## src/hcd_pkg.sv

```systemverilog
package hcd_pkg;

	localparam int SIZE_BITS     = 32;
	localparam int SIZE_TEXT_MAX = 32;
	localparam int STC_W         = 6;
	localparam int LINE_W        = 16;
	localparam int QUEUE_DEPTH   = 4;
	localparam int QUEUE_PTR_W   = $clog2(QUEUE_DEPTH);
	localparam int QUEUE_CNT_W   = $clog2(QUEUE_DEPTH + 1);

	localparam logic [LINE_W-1:0] MAX_LINE_RESET = LINE_W'(16384);

	localparam logic [1:0] REQ_BYTE    = 2'd0;
	localparam logic [1:0] REQ_CLOSE   = 2'd1;
	localparam logic [1:0] REQ_RESTART = 2'd2;

	localparam logic [7:0] CH_SEMI = 8'h3b;
	localparam logic [7:0] CH_CR   = 8'h0d;
	localparam logic [7:0] CH_LF   = 8'h0a;
	localparam logic [7:0] CH_SP   = 8'h20;
	localparam logic [7:0] CH_TAB  = 8'h09;

	typedef enum logic [1:0] {
		OP_BYTE,
		OP_CLOSE,
		OP_RESTART,
		OP_NONE
	} op_t;

	typedef enum logic [1:0] {
		KIND_BODY = 2'd0,
		KIND_DONE = 2'd1,
		KIND_ERR  = 2'd2
	} kind_t;

	typedef enum logic [2:0] {
		ERR_TEXT_LONG = 3'd0,
		ERR_NO_DIGITS = 3'd1,
		ERR_NO_CRLF   = 3'd2,
		ERR_CLOSED    = 3'd3,
		ERR_LINE_LONG = 3'd4
	} err_t;

	typedef struct packed {
		op_t        op;
		logic [7:0] data;
		logic       is_hex;
		logic [3:0] hex_val;
		logic       is_ws;
		logic       is_semi;
		logic       is_cr;
		logic       is_lf;
	} item_t;

endpackage

```

## src/hcd_req_if.sv

```systemverilog
interface hcd_req_if;
	logic       valid;
	logic       ready;
	logic [1:0] req_type;
	logic [7:0] in_byte;

	modport source (output valid, output req_type, output in_byte, input ready);
	modport sink (input valid, input req_type, input in_byte, output ready);
endinterface

```

## src/hcd_rsp_if.sv

```systemverilog
interface hcd_rsp_if;
	logic       valid;
	logic       ready;
	logic [1:0] kind;
	logic [7:0] body_byte;
	logic [2:0] error_code;

	modport source (output valid, output kind, output body_byte, output error_code, input ready);
	modport sink (input valid, input kind, input body_byte, input error_code, output ready);
endinterface

```

## src/hcd_cfg_if.sv

```systemverilog
interface hcd_cfg_if;
	logic        valid;
	logic        ready;
	logic [15:0] data;

	modport source (output valid, output data, input ready);
	modport sink (input valid, input data, output ready);
endinterface

```

## src/hcd_front.sv

```systemverilog
module hcd_front (
	hcd_req_if.sink          req,
	input  logic             full,
	output logic             push,
	output hcd_pkg::item_t   item
);

	logic [7:0] b;

	assign b        = req.in_byte;
	assign req.ready = !full;
	assign push     = req.valid && !full;

	always_comb begin
		item         = '0;
		item.data    = b;
		item.is_semi = (b == hcd_pkg::CH_SEMI);
		item.is_cr   = (b == hcd_pkg::CH_CR);
		item.is_lf   = (b == hcd_pkg::CH_LF);
		item.is_ws   = (b == hcd_pkg::CH_SP) || (b == hcd_pkg::CH_TAB);
		case (req.req_type)
			hcd_pkg::REQ_BYTE:    item.op = hcd_pkg::OP_BYTE;
			hcd_pkg::REQ_CLOSE:   item.op = hcd_pkg::OP_CLOSE;
			hcd_pkg::REQ_RESTART: item.op = hcd_pkg::OP_RESTART;
			default:              item.op = hcd_pkg::OP_NONE;
		endcase
		if (b inside {[8'h30:8'h39]}) begin
			item.is_hex  = 1'b1;
			item.hex_val = 4'(b - 8'h30);
		end else if (b inside {[8'h61:8'h66]}) begin
			item.is_hex  = 1'b1;
			item.hex_val = 4'(b - 8'h57);
		end else if (b inside {[8'h41:8'h46]}) begin
			item.is_hex  = 1'b1;
			item.hex_val = 4'(b - 8'h37);
		end
	end

endmodule

```

## src/hcd_queue.sv

```systemverilog
module hcd_queue (
	input  logic           clk,
	input  logic           arst_n,
	input  logic           push,
	input  hcd_pkg::item_t push_item,
	output logic           full,
	input  logic           pop,
	output hcd_pkg::item_t pop_item,
	output logic           empty
);

	localparam logic [hcd_pkg::QUEUE_PTR_W-1:0] PTR_LAST =
		hcd_pkg::QUEUE_PTR_W'(hcd_pkg::QUEUE_DEPTH - 1);
	localparam logic [hcd_pkg::QUEUE_CNT_W-1:0] CNT_FULL =
		hcd_pkg::QUEUE_CNT_W'(hcd_pkg::QUEUE_DEPTH);

	hcd_pkg::item_t                  mem_q [hcd_pkg::QUEUE_DEPTH];
	logic [hcd_pkg::QUEUE_PTR_W-1:0] wr_ptr_q;
	logic [hcd_pkg::QUEUE_PTR_W-1:0] rd_ptr_q;
	logic [hcd_pkg::QUEUE_CNT_W-1:0] count_q;
	logic                            do_push;
	logic                            do_pop;

	assign full     = (count_q == CNT_FULL);
	assign empty    = (count_q == '0);
	assign do_push  = push && !full;
	assign do_pop   = pop && !empty;
	assign pop_item = mem_q[rd_ptr_q];

	always_ff @(posedge clk) begin
		if (do_push) begin
			mem_q[wr_ptr_q] <= push_item;
		end
	end

	always_ff @(posedge clk or negedge arst_n) begin
		if (!arst_n) begin
			wr_ptr_q <= '0;
			rd_ptr_q <= '0;
			count_q  <= '0;
		end else begin
			if (do_push) begin
				wr_ptr_q <= (wr_ptr_q == PTR_LAST) ? '0 : wr_ptr_q + 1'b1;
			end
			if (do_pop) begin
				rd_ptr_q <= (rd_ptr_q == PTR_LAST) ? '0 : rd_ptr_q + 1'b1;
			end
			case ({do_push, do_pop})
				2'b10:   count_q <= count_q + 1'b1;
				2'b01:   count_q <= count_q - 1'b1;
				default: count_q <= count_q;
			endcase
		end
	end

`ifndef SYNTHESIS
	a_count_bound: assert property (@(posedge clk) disable iff (!arst_n)
		count_q <= CNT_FULL)
		else $error("queue count beyond depth");
	a_ptr_track: assert property (@(posedge clk) disable iff (!arst_n)
		(count_q == '0 || count_q == CNT_FULL) |-> wr_ptr_q == rd_ptr_q)
		else $error("queue pointers disagree with count");
`endif

endmodule

```

## src/hcd_back.sv

```systemverilog
module hcd_back (
	input  logic                        clk,
	input  logic                        arst_n,
	input  logic [hcd_pkg::LINE_W-1:0]  max_line,
	input  logic                        empty,
	input  hcd_pkg::item_t              item,
	output logic                        pop,
	hcd_rsp_if.source                   rsp
);

	typedef enum logic [3:0] {
		PH_SIZE,
		PH_EXT,
		PH_DATA,
		PH_CR,
		PH_LF,
		PH_TRAIL,
		PH_DONE,
		PH_ERR
	} phase_t;

	typedef struct packed {
		phase_t                         ph;
		logic [hcd_pkg::STC_W-1:0]      stc;
		logic [hcd_pkg::SIZE_BITS-1:0]  size;
		logic                           ds;
		logic                           de;
	} line_t;

	localparam logic [hcd_pkg::STC_W-1:0] STC_SAT = '1;
	localparam logic [hcd_pkg::STC_W-1:0] STC_MAX = hcd_pkg::STC_W'(hcd_pkg::SIZE_TEXT_MAX);

	function automatic line_t content(line_t s, logic semi, logic ws, logic hex,
			logic [3:0] hv);
		line_t r;
		r = s;
		if (s.ph == PH_SIZE) begin
			if (semi) begin
				r.ph = PH_EXT;
			end else begin
				if (s.stc != STC_SAT) begin
					r.stc = s.stc + 1'b1;
				end
				if (!s.de && !(!s.ds && ws)) begin
					if (!hex) begin
						r.de = 1'b1;
					end else begin
						r.ds = 1'b1;
						if (s.size[hcd_pkg::SIZE_BITS-1 -: 4] != 4'h0) begin
							r.size = '1;
						end else begin
							r.size = {s.size[hcd_pkg::SIZE_BITS-5:0], hv};
						end
					end
				end
			end
		end
		return r;
	endfunction

	phase_t                         ph_q, ph_d;
	logic [hcd_pkg::SIZE_BITS-1:0]  rem_q, rem_d;
	logic [hcd_pkg::STC_W-1:0]      stc_q, stc_d;
	logic [hcd_pkg::LINE_W-1:0]     lbc_q, lbc_d;
	logic [hcd_pkg::SIZE_BITS-1:0]  size_q, size_d;
	logic                           ds_q, ds_d;
	logic                           de_q, de_d;
	logic                           cr_q, cr_d;
	logic                           out_v_q;
	logic [1:0]                     kind_q;
	logic [7:0]                     body_q;
	logic [2:0]                     code_q;
	logic                           res_v;
	hcd_pkg::kind_t                 res_kind;
	logic [7:0]                     res_body;
	hcd_pkg::err_t                  res_code;
	line_t                          ls;
	logic [hcd_pkg::LINE_W:0]       lbc_inc;

	assign pop            = !empty && (!out_v_q || rsp.ready);
	assign rsp.valid      = out_v_q;
	assign rsp.kind       = kind_q;
	assign rsp.body_byte  = body_q;
	assign rsp.error_code = code_q;
	assign lbc_inc        = {1'b0, lbc_q} + 1'b1;

	always_comb begin
		ph_d     = ph_q;
		rem_d    = rem_q;
		stc_d    = stc_q;
		lbc_d    = lbc_q;
		size_d   = size_q;
		ds_d     = ds_q;
		de_d     = de_q;
		cr_d     = cr_q;
		res_v    = 1'b0;
		res_kind = hcd_pkg::KIND_BODY;
		res_body = '0;
		res_code = hcd_pkg::ERR_TEXT_LONG;
		ls       = '{ph: ph_q, stc: stc_q, size: size_q, ds: ds_q, de: de_q};
		if (pop) begin
			case (item.op)
				hcd_pkg::OP_RESTART: begin
					ph_d   = PH_SIZE;
					rem_d  = '0;
					stc_d  = '0;
					lbc_d  = '0;
					size_d = '0;
					ds_d   = 1'b0;
					de_d   = 1'b0;
					cr_d   = 1'b0;
				end
				hcd_pkg::OP_CLOSE: begin
					if (ph_q != PH_ERR && ph_q != PH_DONE) begin
						ph_d     = PH_ERR;
						res_v    = 1'b1;
						res_kind = hcd_pkg::KIND_ERR;
						res_code = hcd_pkg::ERR_CLOSED;
					end
				end
				hcd_pkg::OP_BYTE: begin
					case (ph_q)
						PH_ERR, PH_DONE: begin
						end
						PH_DATA: begin
							rem_d    = rem_q - 1'b1;
							if (rem_q == hcd_pkg::SIZE_BITS'(1)) begin
								ph_d = PH_CR;
							end
							res_v    = 1'b1;
							res_kind = hcd_pkg::KIND_BODY;
							res_body = item.data;
						end
						PH_CR: begin
							if (!item.is_cr) begin
								ph_d     = PH_ERR;
								res_v    = 1'b1;
								res_kind = hcd_pkg::KIND_ERR;
								res_code = hcd_pkg::ERR_NO_CRLF;
							end else begin
								ph_d = PH_LF;
							end
						end
						PH_LF: begin
							if (!item.is_lf) begin
								ph_d     = PH_ERR;
								res_v    = 1'b1;
								res_kind = hcd_pkg::KIND_ERR;
								res_code = hcd_pkg::ERR_NO_CRLF;
							end else begin
								ph_d   = PH_SIZE;
								stc_d  = '0;
								lbc_d  = '0;
								size_d = '0;
								ds_d   = 1'b0;
								de_d   = 1'b0;
								cr_d   = 1'b0;
							end
						end
						default: begin
							if (cr_q && item.is_lf) begin
								stc_d  = '0;
								lbc_d  = '0;
								size_d = '0;
								ds_d   = 1'b0;
								de_d   = 1'b0;
								cr_d   = 1'b0;
								if (ph_q == PH_TRAIL) begin
									if (lbc_q == hcd_pkg::LINE_W'(1)) begin
										ph_d     = PH_DONE;
										res_v    = 1'b1;
										res_kind = hcd_pkg::KIND_DONE;
									end
								end else if (stc_q >= STC_MAX) begin
									ph_d     = PH_ERR;
									res_v    = 1'b1;
									res_kind = hcd_pkg::KIND_ERR;
									res_code = hcd_pkg::ERR_TEXT_LONG;
								end else if (!ds_q) begin
									ph_d     = PH_ERR;
									res_v    = 1'b1;
									res_kind = hcd_pkg::KIND_ERR;
									res_code = hcd_pkg::ERR_NO_DIGITS;
								end else begin
									rem_d = size_q;
									ph_d  = (size_q == '0) ? PH_TRAIL : PH_DATA;
								end
							end else begin
								if (cr_q) begin
									ls = content(ls, 1'b0, 1'b0, 1'b0, 4'h0);
								end
								if (!item.is_cr) begin
									ls = content(ls, item.is_semi, item.is_ws, item.is_hex,
										item.hex_val);
								end
								cr_d   = item.is_cr;
								ph_d   = ls.ph;
								stc_d  = ls.stc;
								size_d = ls.size;
								ds_d   = ls.ds;
								de_d   = ls.de;
								lbc_d  = lbc_inc[hcd_pkg::LINE_W-1:0];
								if (lbc_inc >= {1'b0, max_line}) begin
									ph_d     = PH_ERR;
									res_v    = 1'b1;
									res_kind = hcd_pkg::KIND_ERR;
									res_code = hcd_pkg::ERR_LINE_LONG;
								end
							end
						end
					endcase
				end
				default: begin
				end
			endcase
		end
	end

	always_ff @(posedge clk or negedge arst_n) begin
		if (!arst_n) begin
			ph_q    <= PH_SIZE;
			rem_q   <= '0;
			stc_q   <= '0;
			lbc_q   <= '0;
			size_q  <= '0;
			ds_q    <= 1'b0;
			de_q    <= 1'b0;
			cr_q    <= 1'b0;
			out_v_q <= 1'b0;
		end else begin
			ph_q   <= ph_d;
			rem_q  <= rem_d;
			stc_q  <= stc_d;
			lbc_q  <= lbc_d;
			size_q <= size_d;
			ds_q   <= ds_d;
			de_q   <= de_d;
			cr_q   <= cr_d;
			if (res_v) begin
				out_v_q <= 1'b1;
			end else if (rsp.ready) begin
				out_v_q <= 1'b0;
			end
		end
	end

	always_ff @(posedge clk) begin
		if (res_v) begin
			kind_q <= res_kind;
			body_q <= res_body;
			code_q <= res_code;
		end
	end

`ifndef SYNTHESIS
	a_err_enters: assert property (@(posedge clk) disable iff (!arst_n)
		(res_v && res_kind == hcd_pkg::KIND_ERR) |=> ph_q == PH_ERR)
		else $error("error raised without entering error phase");
	a_err_sticky: assert property (@(posedge clk) disable iff (!arst_n)
		(ph_q == PH_ERR && !(pop && item.op == hcd_pkg::OP_RESTART)) |=> ph_q == PH_ERR)
		else $error("left error phase without restart");
	a_data_nonzero: assert property (@(posedge clk) disable iff (!arst_n)
		ph_q == PH_DATA |-> rem_q != '0)
		else $error("data phase with nothing left");
	a_no_overwrite: assert property (@(posedge clk) disable iff (!arst_n)
		(out_v_q && !rsp.ready) |-> !res_v)
		else $error("result register overwritten while stalled");
`endif

endmodule

```

## src/http_chunked_body_decoder_core.sv

```systemverilog
// HTTP/1.1 chunked body decoder.
// req: one transaction per stream event; req_type 0 carries in_byte, 1 reports
//   the connection closed, 2 restarts for a new message.
// rsp: zero or one transaction per req transaction, in order: kind 0 with
//   body_byte, kind 1 when the terminating empty trailer line is seen, kind 2
//   with error_code. An error holds the decoder until a restart.
// cfg: 16-bit write of max_line_bytes; write only while the decoder is idle.
// Throughput is one req transaction per cycle while the queue is not full: a
// classifier feeds a four-entry queue, and the parser pops one entry per cycle,
// unless rsp is stalled, into the result register that drives rsp valid.
// When rsp is stalled the result register holds, the parser stops popping and
// the queue absorbs up to four further transactions before req.ready drops.
// Reset clears the queue, the parser state and the result valid flag, and sets
// max_line_bytes to 16384; req.ready is high as soon as reset is released.
module http_chunked_body_decoder_core (
	input  logic        clk,
	input  logic        arst_n,
	hcd_req_if.sink     req,
	hcd_rsp_if.source   rsp,
	hcd_cfg_if.sink     cfg
);

	logic [hcd_pkg::LINE_W-1:0] max_line_q;
	logic                       full;
	logic                       empty;
	logic                       push;
	logic                       pop;
	hcd_pkg::item_t             push_item;
	hcd_pkg::item_t             pop_item;

	assign cfg.ready = 1'b1;

	always_ff @(posedge clk or negedge arst_n) begin
		if (!arst_n) begin
			max_line_q <= hcd_pkg::MAX_LINE_RESET;
		end else if (cfg.valid) begin
			max_line_q <= cfg.data;
		end
	end

	hcd_front u_front (
		.req  (req),
		.full (full),
		.push (push),
		.item (push_item)
	);

	hcd_queue u_queue (
		.clk       (clk),
		.arst_n    (arst_n),
		.push      (push),
		.push_item (push_item),
		.full      (full),
		.pop       (pop),
		.pop_item  (pop_item),
		.empty     (empty)
	);

	hcd_back u_back (
		.clk      (clk),
		.arst_n   (arst_n),
		.max_line (max_line_q),
		.empty    (empty),
		.item     (pop_item),
		.pop      (pop),
		.rsp      (rsp)
	);

endmodule
```

## src/flat_wrapper.sv

```systemverilog
// flat-port wrapper written by rule: the top's interface ports become plain ports
module http_chunked_body_decoder_core_flat 
  (clk, arst_n, req_valid, req_req_type, req_in_byte, req_ready, rsp_valid, rsp_kind, rsp_body_byte, rsp_error_code, rsp_ready, cfg_valid, cfg_data, cfg_ready);
  hcd_req_if req_i ();
  hcd_rsp_if rsp_i ();
  hcd_cfg_if cfg_i ();
  input  logic clk;
  input  logic arst_n;
  input wire logic [$bits(req_i.valid)-1:0] req_valid;
  input wire logic [$bits(req_i.req_type)-1:0] req_req_type;
  input wire logic [$bits(req_i.in_byte)-1:0] req_in_byte;
  output wire logic [$bits(req_i.ready)-1:0] req_ready;
  output wire logic [$bits(rsp_i.valid)-1:0] rsp_valid;
  output wire logic [$bits(rsp_i.kind)-1:0] rsp_kind;
  output wire logic [$bits(rsp_i.body_byte)-1:0] rsp_body_byte;
  output wire logic [$bits(rsp_i.error_code)-1:0] rsp_error_code;
  input wire logic [$bits(rsp_i.ready)-1:0] rsp_ready;
  input wire logic [$bits(cfg_i.valid)-1:0] cfg_valid;
  input wire logic [$bits(cfg_i.data)-1:0] cfg_data;
  output wire logic [$bits(cfg_i.ready)-1:0] cfg_ready;
  assign req_i.valid = req_valid;
  assign req_i.req_type = req_req_type;
  assign req_i.in_byte = req_in_byte;
  assign req_ready = req_i.ready;
  assign rsp_valid = rsp_i.valid;
  assign rsp_kind = rsp_i.kind;
  assign rsp_body_byte = rsp_i.body_byte;
  assign rsp_error_code = rsp_i.error_code;
  assign rsp_i.ready = rsp_ready;
  assign cfg_i.valid = cfg_valid;
  assign cfg_i.data = cfg_data;
  assign cfg_ready = cfg_i.ready;
  http_chunked_body_decoder_core u_core (.clk(clk), .arst_n(arst_n), .req(req_i), .rsp(rsp_i), .cfg(cfg_i));
endmodule
```

## config.mk

```make
export PLATFORM = sky130hd
export DESIGN_NAME = http_chunked_body_decoder_core_flat
export DESIGN_NICKNAME = d
export VERILOG_FILES = /design/src/hcd_pkg.sv /design/src/hcd_req_if.sv /design/src/hcd_rsp_if.sv /design/src/hcd_cfg_if.sv /design/src/hcd_front.sv /design/src/hcd_queue.sv /design/src/hcd_back.sv /design/src/http_chunked_body_decoder_core.sv /design/src/flat_wrapper.sv
export SDC_FILE = /design/constraint.sdc
export NUM_CORES = 1
export LEC_CHECK = 0
export ABC_AREA = 0
export ABC_CLOCK_PERIOD_IN_PS = 5200
export BUFFER_PORTS_ARGS = -buffer_cell sky130_fd_sc_hd__buf_2
export CORE_MARGIN = 2
export CORE_UTILIZATION = 49
export CTS_CLUSTER_DIAMETER = 100
export CTS_CLUSTER_SIZE = 12
export DETAILED_ROUTE_END_ITERATION = 8
export GPL_ROUTABILITY_DRIVEN = 0
export PLACE_DENSITY = 0.66
export SYNTH_ARGS = -nofsm -noshare
export SYNTH_HDL_FRONTEND = slang
export SYNTH_SLANG_ARGS = --single-unit
```

## constraint.sdc

```tcl
create_clock -name clk -period 5.2 [get_ports clk]
set_input_delay 0.78 -clock clk [delete_from_list [all_inputs] [get_ports clk]]
set_output_delay 0.78 -clock clk [all_outputs]
set_load 0.02 [all_outputs]
```

---- After elaboration in Yosys (flattened, before gate mapping) ----
Memory sizes are Yosys's and may differ from the RTL's.
Cells that the tools add are included.
storage, ports and cells
  flip-flop bits (word level) ............. 130
  latch bits .............................. 0
  memory bits (writable) .................. 76
  memory bits (read-only) ................. 0
  input port bits ......................... 31
  output and inout port bits .............. 16
  memories kept ........................... 1
operators by class
  add/subtract/negate cells ............... 11
  $mul .................................... 0
  div/mod/pow operators ................... 0
  $lt $le $gt $ge ......................... 8
  eq/ne operators ......................... 37
  shifts and indexed selects .............. 0
  multiplexer cells ....................... 101
  bitwise gates (word level) .............. 0
  reductions and logical operators ........ 39
memory list
  name                  depth  width  read ports  clocked after memory_dff  write ports  line             RTL
  u_core.u_queue.mem_q  4      19     1           0                         1            hcd_queue.sv:17  hcd_pkg::item_t mem_q [hcd_pkg::QUEUE_DEPTH];
operators with widths
  cell                                                                     number
  44-bit 2-to-1 mux                                                        6
  32-bit case mux with 2 select lines                                      4
  32-bit 2-to-1 mux                                                        7
  40-bit 2-to-1 mux                                                        3
  16-bit case mux with 2 select lines                                      2
  34-bit 2-to-1 mux                                                        1
  33-bit 2-to-1 mux                                                        1
  32-bit by 1-bit equality test with 1-bit output (second input constant)  1
  32-bit logical NOT                                                       1
  16-bit 2-to-1 mux                                                        2
  32-bit by 1-bit subtractor with 32-bit output (second input constant)    1
  2-bit 2-to-1 mux                                                         14
  4-bit 2-to-1 mux                                                         7
  8-bit by 4-bit equality test with 1-bit output (second input constant)   3
  6-bit 2-to-1 mux                                                         4
  6-bit case mux with 2 select lines                                       2
  1-bit 2-to-1 mux                                                         23
  3-bit 2-to-1 mux                                                         6
  3-bit != test (second input constant)                                    6
  16-bit by 1-bit adder with 17-bit output (second input constant)         1
  17-bit by 16-bit >= comparator with 1-bit output                         1
  16-bit by 1-bit equality test with 1-bit output (second input constant)  1
  4-bit by 3-bit equality test with 1-bit output (second input constant)   4
  8-bit by 6-bit equality test with 1-bit output (second input constant)   2
  other kinds (45)                                                         93

---- Longest topological paths before layout ----
Gate-level depths: netlist (run 1).
  depth after elaboration ................. 20
  gate-level depth with buffers ........... 15
  mapped depth without buffers ............ 15

---- Cells and area by module ----
From an unflattened synthesis (run 1), not the netlist that was laid out.
second synthesis, totals
  cell total of the unflattened synthesis .. 1055
  area total of the unflattened synthesis .. 11046.8 um^2
modules (own cells, without submodules)
  module                          times used  cells an instance  area an instance (um^2)  sequential area each (um^2)
  hcd_back                        1           831                6811.5                   2717.6
  hcd_queue                       1           139                3224.3                   2457.4
  http_chunked_body_decoder_core  1           36                 661.9                    401.6
  hcd_front                       1           49                 349.1                    0.0

---- Least setup slack after synthesis (run 1) ----
Ideal clock, no wire load.
  path type ............................... register to register
  start point ............................. reg u_core.u_back.lbc_q[0] in the netlist's numbering
  end point ............................... reg u_core.u_back.body_q[0], in the netlist u_core.u_back.rsp.body_byte[0], enable pin
  library setup time ...................... 283 ps
  arrival time ............................ 3035 ps
  required time ........................... 4917 ps
  path slack .............................. 1882 ps
  cell stages (with the launch flop) ...... 16
  path buffers ............................ 0
  cell sequence ........................... dfrtp_1 > ha_1 > nand4_1 > nor2_1 > and2_1 > and3_1 > nand3_1 > xnor2_1 > ha_1 > nand3_1 > nor2_1 > a221oi_1 > nand3_1 > o21ai_0 > a211oi_1 > or2_2
between the ends
  longest elaborated chain between the ends .. 7
  elaborated cells between the ends (all ways) .. 10
  those cells by class .................... add/sub (1); order compare (1); eq/ne (1); mux (7)
RTL lines
  item                                                                                                                line                              RTL
  start: declaration                                                                                                  hcd_back.sv:64                    logic [hcd_pkg::LINE_W-1:0] lbc_q, lbc_d;
  start signal: assignment                                                                                            hcd_back.sv:234                   lbc_q <= lbc_d;
  16-bit by 1-bit adder with 17-bit output / 16-bit by 1-bit equality test with 1-bit output (equally long branches)  hcd_back.sv:85, hcd_back.sv:169
  17-bit by 16-bit >= comparator with 1-bit output / 1-bit 2-to-1 mux (equally long branches)                         hcd_back.sv:203, hcd_back.sv:169
  1-bit 2-to-1 mux (on tied branches)                                                                                 hcd_back.sv:203, hcd_back.sv:168
  1-bit 2-to-1 mux *                                                                                                  hcd_back.sv:161                   if (cr_q && item.is_lf) begin
  1-bit case mux with 4 select lines *                                                                                hcd_back.sv:122                   case (ph_q)
  1-bit case mux with 2 select lines *                                                                                hcd_back.sv:102                   case (item.op)
  1-bit 2-to-1 mux *                                                                                                  hcd_back.sv:101                   if (pop) begin
  net u_core.u_back.res_v                                                                                             hcd_back.sv:73                    logic res_v;
  end signal: assignment                                                                                              hcd_back.sv:250                   body_q <= res_body;
  end: declaration                                                                                                    hcd_back.sv:71                    logic [7:0] body_q;
The timed path passes the listed nets; every way through them passes the cells marked *.
A chain may end at the register's enable or synchronous reset.

---- Worst setup path after layout (run 1) ----
  start point ............................. reg u_core.u_back.lbc_q[0] in the netlist's numbering
  end point ............................... reg u_core.u_back.body_q[4], in the netlist u_core.u_back.rsp.body_byte[4], enable pin
Same word-level chain as after synthesis.

==> results.md, run 1 <==
* Outcome: finished clean
* Sequential area share after synthesis at 0.525
* Routed WL at 24300 um
* Max Fclk at 251 MHz
* Part of the power in the clock network at 0.211
* VDD IR max at 0.000289 V
* Clock Skew at 0.0154 ns
* CP Capture Type: flip-flop
* Vert. Die Dim at 151 um
* Max Cap Viol at 0
* Clk slew on worst S/H paths at 0.06 ns
* CP Launch Type: flip-flop
* Post-CTS setup buffers at 0
* Number of antenna-violating nets in the routed design at 0
* Crit. Startpoint: u_core.u_back.lbc_q[0]
* Crit Reg-Reg Startpoint: u_core.u_back.lbc_q[0]
* CTS tree: built
* Initial DRT Pass Iterations at 5
* Yosys reg bits at 205
* IO buf count at 45
* Psw at 2.78 mW
* Remaining Overflow, GRT at 0
* Hold buffers post-CTS at 0
* Post-Synthesis Cell Area at 0.0106 mm^2
* Synth Net Count at 1111
* Critical-path cell list: ha_1 -> nand4_1 -> nor2_1 -> and2_1 -> and3_1 -> nand3_1 -> xnor2_1 -> ha_1 -> nand3_1 -> nor2_1 -> a221oi_1 -> nand3_1 -> o21ai_0 -> a211oi_1 -> or2_2
* Crit-path max FO at 13
* Vias in the first global route at 7632
* Hold WC Path Type: in -> async
* R2R depth at 15
* DR iter-0 viols at 636
* Nets at 1133
* Worst path required time at 5.40 ns
* Area grow syn2layout at 9.81%
* Worst setup path class: reg -> reg
* Wire length per cell at 17.9 um
* Critical Path End: u_core.u_back.rsp.body_byte[4]
* Yosys warnings at 0
* R2R Setup Slk at 1.22 ns
* Tot GR Track Use at 0.216
* Layout cells sized above 1 at 0.113
* Post-layout min period at 3.98 ns
* Slew HR at 0.266
* Final setup fails at 0
* LEAKAGE at 4.76 nW
* Post-DP HPWL at 16300 um
* H-tree depth at 1
* Worst R2R End: u_core.u_back.rsp.body_byte[4]
* Combinational power share at 0.451
* Sequential share of power at 0.338
* Die W at 151 um
* Library cells used by synthesis at 68
* Final Util at 0.551
* Levels on crit path at 15
* Worst skew pair latency at 0.50 ns
* CTS Buf Count at 21
* DRC Markers at 0
* Most frequent cells in the layout: 122 x nand2_1, 115 x o21ai_0, 115 x dfrtp_1
* Pwr Density at 560 mW/mm^2
* Final period util at 0.765
* Fin. max-slew vios at 0
* Switch share at 0.426
* Max incr delay on CP at 0.46 ns
* Yosys top cell by area: dfrtp_1
* Final hold vios at 0
* Synth top area share at 0.271
* Ys async rst share at 0.566
* Most common cell after layout, fill and taps aside: nand2_1
* Crit path arrival time at 4.18 ns
* FP Rows at 53
* RSZ-0062 raised after global routing: false
* DIE AREA at 0.0229 mm^2
* Setup TNS at 0 ns
* Mean Syn Cell Area at 10.2 um^2
* Via-to-Cell Ratio at 5.91
* Initial core utilization at 0.502
* Largest net degree at the start of global routing at 69
* Post_cts resized at 0
* Crit-path slowest cell: dfrtp_1
* CORE AREA at 0.0212 mm^2
* Clock tree buffer depth at 3
* Tightest Pin Transition at 1.10 ns
* Area contributors post-synth: dfrtp_1 27%, edfxtp_1 25%, o21ai_0 5.4%, nand2_1 4.3%, ha_1 4.0%
* I/O Pins at 47
* Post-Syn Instances at 1045
* Diode count at 0
* Clock sink count at 205
* Largest delay share family, worst path: simple AND/OR/NAND/NOR gates
* WP buf/inv at 0
* Internal at 3.75 mW
* Number of synthesized flops with an enable pin at 89
* First-pass GRT wire length at 39400 um
* Vias at 8026
* Most common cell on crit path: nand3_1
* CTS root buffer: clkbuf_16
* Post-synth top flop: dfrtp_1
* Initial antenna violation count at 1
## sequential cells by signal (all words and copies together) (netlist names)
name,cells
u_core.u_back.size_q,32
u_core.u_queue.rd_ptr_q,2
u_core.u_back.cr_q,1
u_core.u_back.stc_q,6
u_core.u_queue.mem_q,76
u_core.u_back.lbc_q,16
u_core.max_line_q,16
u_core.u_back.de_q,1
u_core.u_back.rsp.kind,2
u_core.u_back.rsp.body_byte,8
u_core.u_queue.wr_ptr_q,2
u_core.u_back.ph_q,3
u_core.u_queue.count_q,3
u_core.u_back.rsp.error_code,3
u_core.u_back.ds_q,1
u_core.u_back.rsp.valid,1
u_core.u_back.rem_q,32
## synthesized netlist by cell type (all sizes together), types with 3 or more instances
library cell and number:
nand2 122, ha 34, nor4b 3, nand3 30
o221ai 4, dfrtp 115, nand4 16, edfxtp 89
xor2 8, mux2i 7, nand3b 4, clkbuf 45
a31oi 5, a22o 5, and3 21, nor2b 7
o22ai 3, mux4 18, a211oi 3, or4 4
and2 8, o21ai 116, o31ai 41, a21oi 36
nor2 108, nand2b 5, xnor2 11, or3 4
nor3b 4, or2 6, mux2 8, inv 41
nor3 37, nor4 24, and4 3, a22oi 10
buf 13
## worst min path at each step
stage                                         end  slack [ns]  cells past startpoint
after detailed placement  u_core.u_back.rem_q[25]        0.48                      2
final                     u_core.u_back.rem_q[30]        0.40                      1
after global placement    u_core.u_back.rem_q[25]        0.47                      2
after floorplan           u_core.u_back.rem_q[15]        0.45                      2
after global routing      u_core.u_back.rem_q[29]        0.48                      1
after CTS                 u_core.u_back.rem_q[30]        0.44                      1
## stage by stage
| step | cell area, um^2 | setup slack (ns) | power, mW | instances | hold WS (ns) |
|---|---|---|---|---|---|
| after CTS | 11700 | 1.27 | 6.56 | 1357 | 0.439 |
| after detailed placement | 11100 | 1.32 | 5.15 | 1319 | 0.475 |
| final | 11700 | 1.22 | 6.53 | 1357 | 0.395 |
| after floorplan | 10600 | 1.88 | 4.39 | 1045 | 0.450 |
| after global placement | 11100 | 1.43 | 5.12 | 1319 | 0.467 |
| after global routing | 11700 | 0.807 | 6.99 | 1357 | 0.484 |
## logic make-up after synthesis
| family | count (synthesis) | share of synthesized area |
|---|---|---|
| buf+inv | 99 | 0.0382 |
| fa+ha+maj | 35 | 0.0420 |
| simple gates | 412 | 0.188 |
| compound gates | 241 | 0.136 |
| other cells | 1 | 0.000353 |
| xor+xnor | 19 | 0.0157 |
| mux | 33 | 0.0540 |
| flops | 205 | 0.525 |
## cell type report
type / count / area [um^2]
fill: 1866 / 9500
sequential: 205 / 5580
inverter: 41 / 154
multi-input combinational: 741 / 4660
clock inverter: 2 / 20.0
tap: 275 / 344
timing repair buffer: 57 / 318
clock buffer: 36 / 582
## power by group through the flow
| stage | Clock, mW | Sequential (mW) | Combinational, mW |
|---|---|---|---|
| 2_1_floorplan | 0 | 2.21 | 2.17 |
| 3_3_place_gp | 0 | 2.23 | 2.89 |
| 3_5_place_dp | 0 | 2.24 | 2.92 |
| 4_1_cts | 1.41 | 2.21 | 2.93 |
| 5_1_grt | 1.48 | 2.24 | 3.27 |
| 6_report | 1.38 | 2.21 | 2.94 |
## routing by layer
| layer | vias to the layer above | global-route usage | share of wire |
|---|---|---|---|
| met5 | - | 0 | 0.00053 |
| li1 | 3860 | - | - |
| met4 | 2 | 0.0570 | 0.022 |
| met2 | 211 | 0.341 | 0.45 |
| met1 | 3916 | 0.319 | 0.47 |
| met3 | 37 | 0.0259 | 0.049 |
(Power assumes the default switching activity.)
==> inputs of run 2 (changes only) <==
Settings changed: ABC_CLOCK_PERIOD_IN_PS 5200 to 4000.
Clock period 5.2 ns to 4 ns, I/O delays scaled along.
==> results.md, run 2 (synthesis gave the netlist of run 1 again) <==
* Largest net degree at the start of global routing at 117
* Sequential share of power at 0.341
* Slew HR at 0.298
* Final instance area at 0.0118 mm^2
* Psw at 3.62 mW
* CTS tree: built
* Switch share at 0.423
* Final hold vios at 0
* Number of antenna-violating nets in the routed design at 0
* Clock tree buffer depth at 3
* Outcome: finished clean
* CP Capture Type: flip-flop
* Vias at 8008
* IO buf count at 45
* Via-to-Cell Ratio at 5.86
* CTS Buf Count at 21
* Worst setup path class: reg -> reg
* Tightest Pin Transition at 1.05 ns
* Initial core utilization at 0.502
* Vias in the first global route at 7416
* Crit-path max FO at 7
* Layout cells sized above 1 at 0.124
* Post-DP HPWL at 15900 um
* First-pass GRT wire length at 39400 um
* CORE AREA at 0.0212 mm^2
* Final setup fails at 0
* RSZ-0062 raised after global routing: false
* VDD IR max at 0.000437 V
* Crit-path slowest cell: dfrtp_1
* FP Rows at 53
* I/O Pins at 47
* Most frequent cells in the layout: 122 x nand2_1, 115 x o21ai_0, 115 x dfrtp_1
* Area post-placement at 0.0111 mm^2
* Nets at 1143
* Largest delay share family, worst path: simple AND/OR/NAND/NOR gates
* Largest Register: u_core.u_queue.mem_q
* Max incr delay on CP at 0.46 ns
* Vert. Die Dim at 151 um
* Worst path required time at 4.23 ns
* Internal at 4.94 mW
* Routed WL at 24200 um
* Die W at 151 um
* Clk slew on worst S/H paths at 0.06 ns
* Tot GR Track Use at 0.218
* DIE AREA at 0.0229 mm^2
* Wire length per cell at 17.7 um
* Fin. max-slew vios at 0
* LEAKAGE at 4.81 nW
* Post_cts resized at 0
* Hold WC Path Type: in -> async
* Area grow syn2layout at 10.7%
* Part of the power in the clock network at 0.211
* Crit path arrival time at 3.93 ns
* Max reg flops at 76
* Post-layout total power at 8.56 mW
* Final period util at 0.924
* Max Fclk at 271 MHz
* Remaining Overflow, GRT at 0
* Worst skew pair latency at 0.51 ns
* DRC Markers at 0
* Initial DRT Pass Iterations at 6
* Setup TNS at 0 ns
* WP buf/inv at 0
* Most common cell after layout, fill and taps aside: nand2_1
* Pwr Density at 729 mW/mm^2
* Post-layout min period at 3.70 ns
* H-tree depth at 1
* Filler Cell Count at 1827
* Biggest regs: u_core.u_queue.mem_q (76), u_core.u_back.rem_q (32), u_core.u_back.size_q (32)
* Max Cap Viol at 0
* Post-CTS setup buffers at 0
* Diode count at 0
* Clock sink count at 205
* Initial antenna violation count at 1
* Combinational power share at 0.448
* Critical-path cell list: ha_2 -> nand4_1 -> nor2_2 -> and2_1 -> and3_1 -> nand3_1 -> xnor2_1 -> ha_1 -> nand3_1 -> nor2_1 -> a221oi_1 -> nand3_1 -> o21ai_0 -> a211oi_1 -> or2_2
* Most common cell on crit path: nand3_1
* CTS root buffer: clkbuf_16
* Clock Skew at 0.0206 ns
* Hold buffers post-CTS at 0
* DR iter-0 viols at 677
* CP Launch Type: flip-flop
-- run 2: worst paths after layout --
kind / start / to / slack, ns / cells after the start
min reg2reg: u_core.u_back.rem_q[27] / u_core.u_back.rem_q[27] / 0.49 / 1
max in group asynchronous: arst_n / u_core.u_back.stc_q[0] / 3.33 / 2
max reg2reg: u_core.u_back.lbc_q[0] / u_core.u_back.rsp.body_byte[7] / 0.30 / 15
min: arst_n / u_core.u_back.rem_q[29] / 0.16 / 2
max: u_core.u_back.lbc_q[0] / u_core.u_back.rsp.body_byte[7] / 0.30 / 15
min in group clk: cfg_data[10] / u_core.max_line_q[10] / 0.30 / 3
-- run 2: power by group through the flow --
stage / clock (mW) / sequential (mW) / combinational [mW]
after floorplan: 0 / 2.87 / 2.83
after global placement: 0 / 2.95 / 3.74
after detailed placement: 0 / 2.96 / 3.79
after CTS: 1.84 / 2.92 / 3.80
after global routing: 1.94 / 2.97 / 4.31
final: 1.80 / 2.92 / 3.84
-- run 2: per-stage QoR --
| step | std cells | hold slack [ns] | utilization | setup WS, ns |
|---|---|---|---|---|
| 3_3_place_gp | 1328 | 0.469 | 0.526 | 0.326 |
| 3_5_place_dp | 1328 | 0.478 | 0.526 | 0.238 |
| 6_report | 1367 | 0.158 | 0.556 | 0.305 |
| 2_1_floorplan | 1045 | 0.304 | - | 0.682 |
| 4_1_cts | 1366 | 0.210 | 0.555 | 0.191 |
| 5_1_grt | 1367 | 0.207 | 0.556 | 0.0238 |
-- run 2: layout make-up --
| cell class | count | area (um^2) | area share |
|---|---|---|---|
| tap | 275 | 344 | 0.0293 |
| inverter | 41 | 154 | 0.0131 |
| multi-input combinational | 742 | 4680 | 0.398 |
| timing repair buffer | 66 | 398 | 0.0339 |
| sequential | 205 | 5580 | 0.475 |
| clock buffer | 36 | 582 | 0.0495 |
| clock inverter | 2 | 20.0 | 0.00170 |
-- run 2: per-layer routing --
layer | share of wire | up-vias | track usage
li1 | - | 3877 | -
met1 | 0.47 | 3893 | 0.325
met2 | 0.46 | 203 | 0.339
met3 | 0.056 | 33 | 0.0313
met4 | 0.016 | 2 | 0.0519
met5 | 0.00054 | - | 0
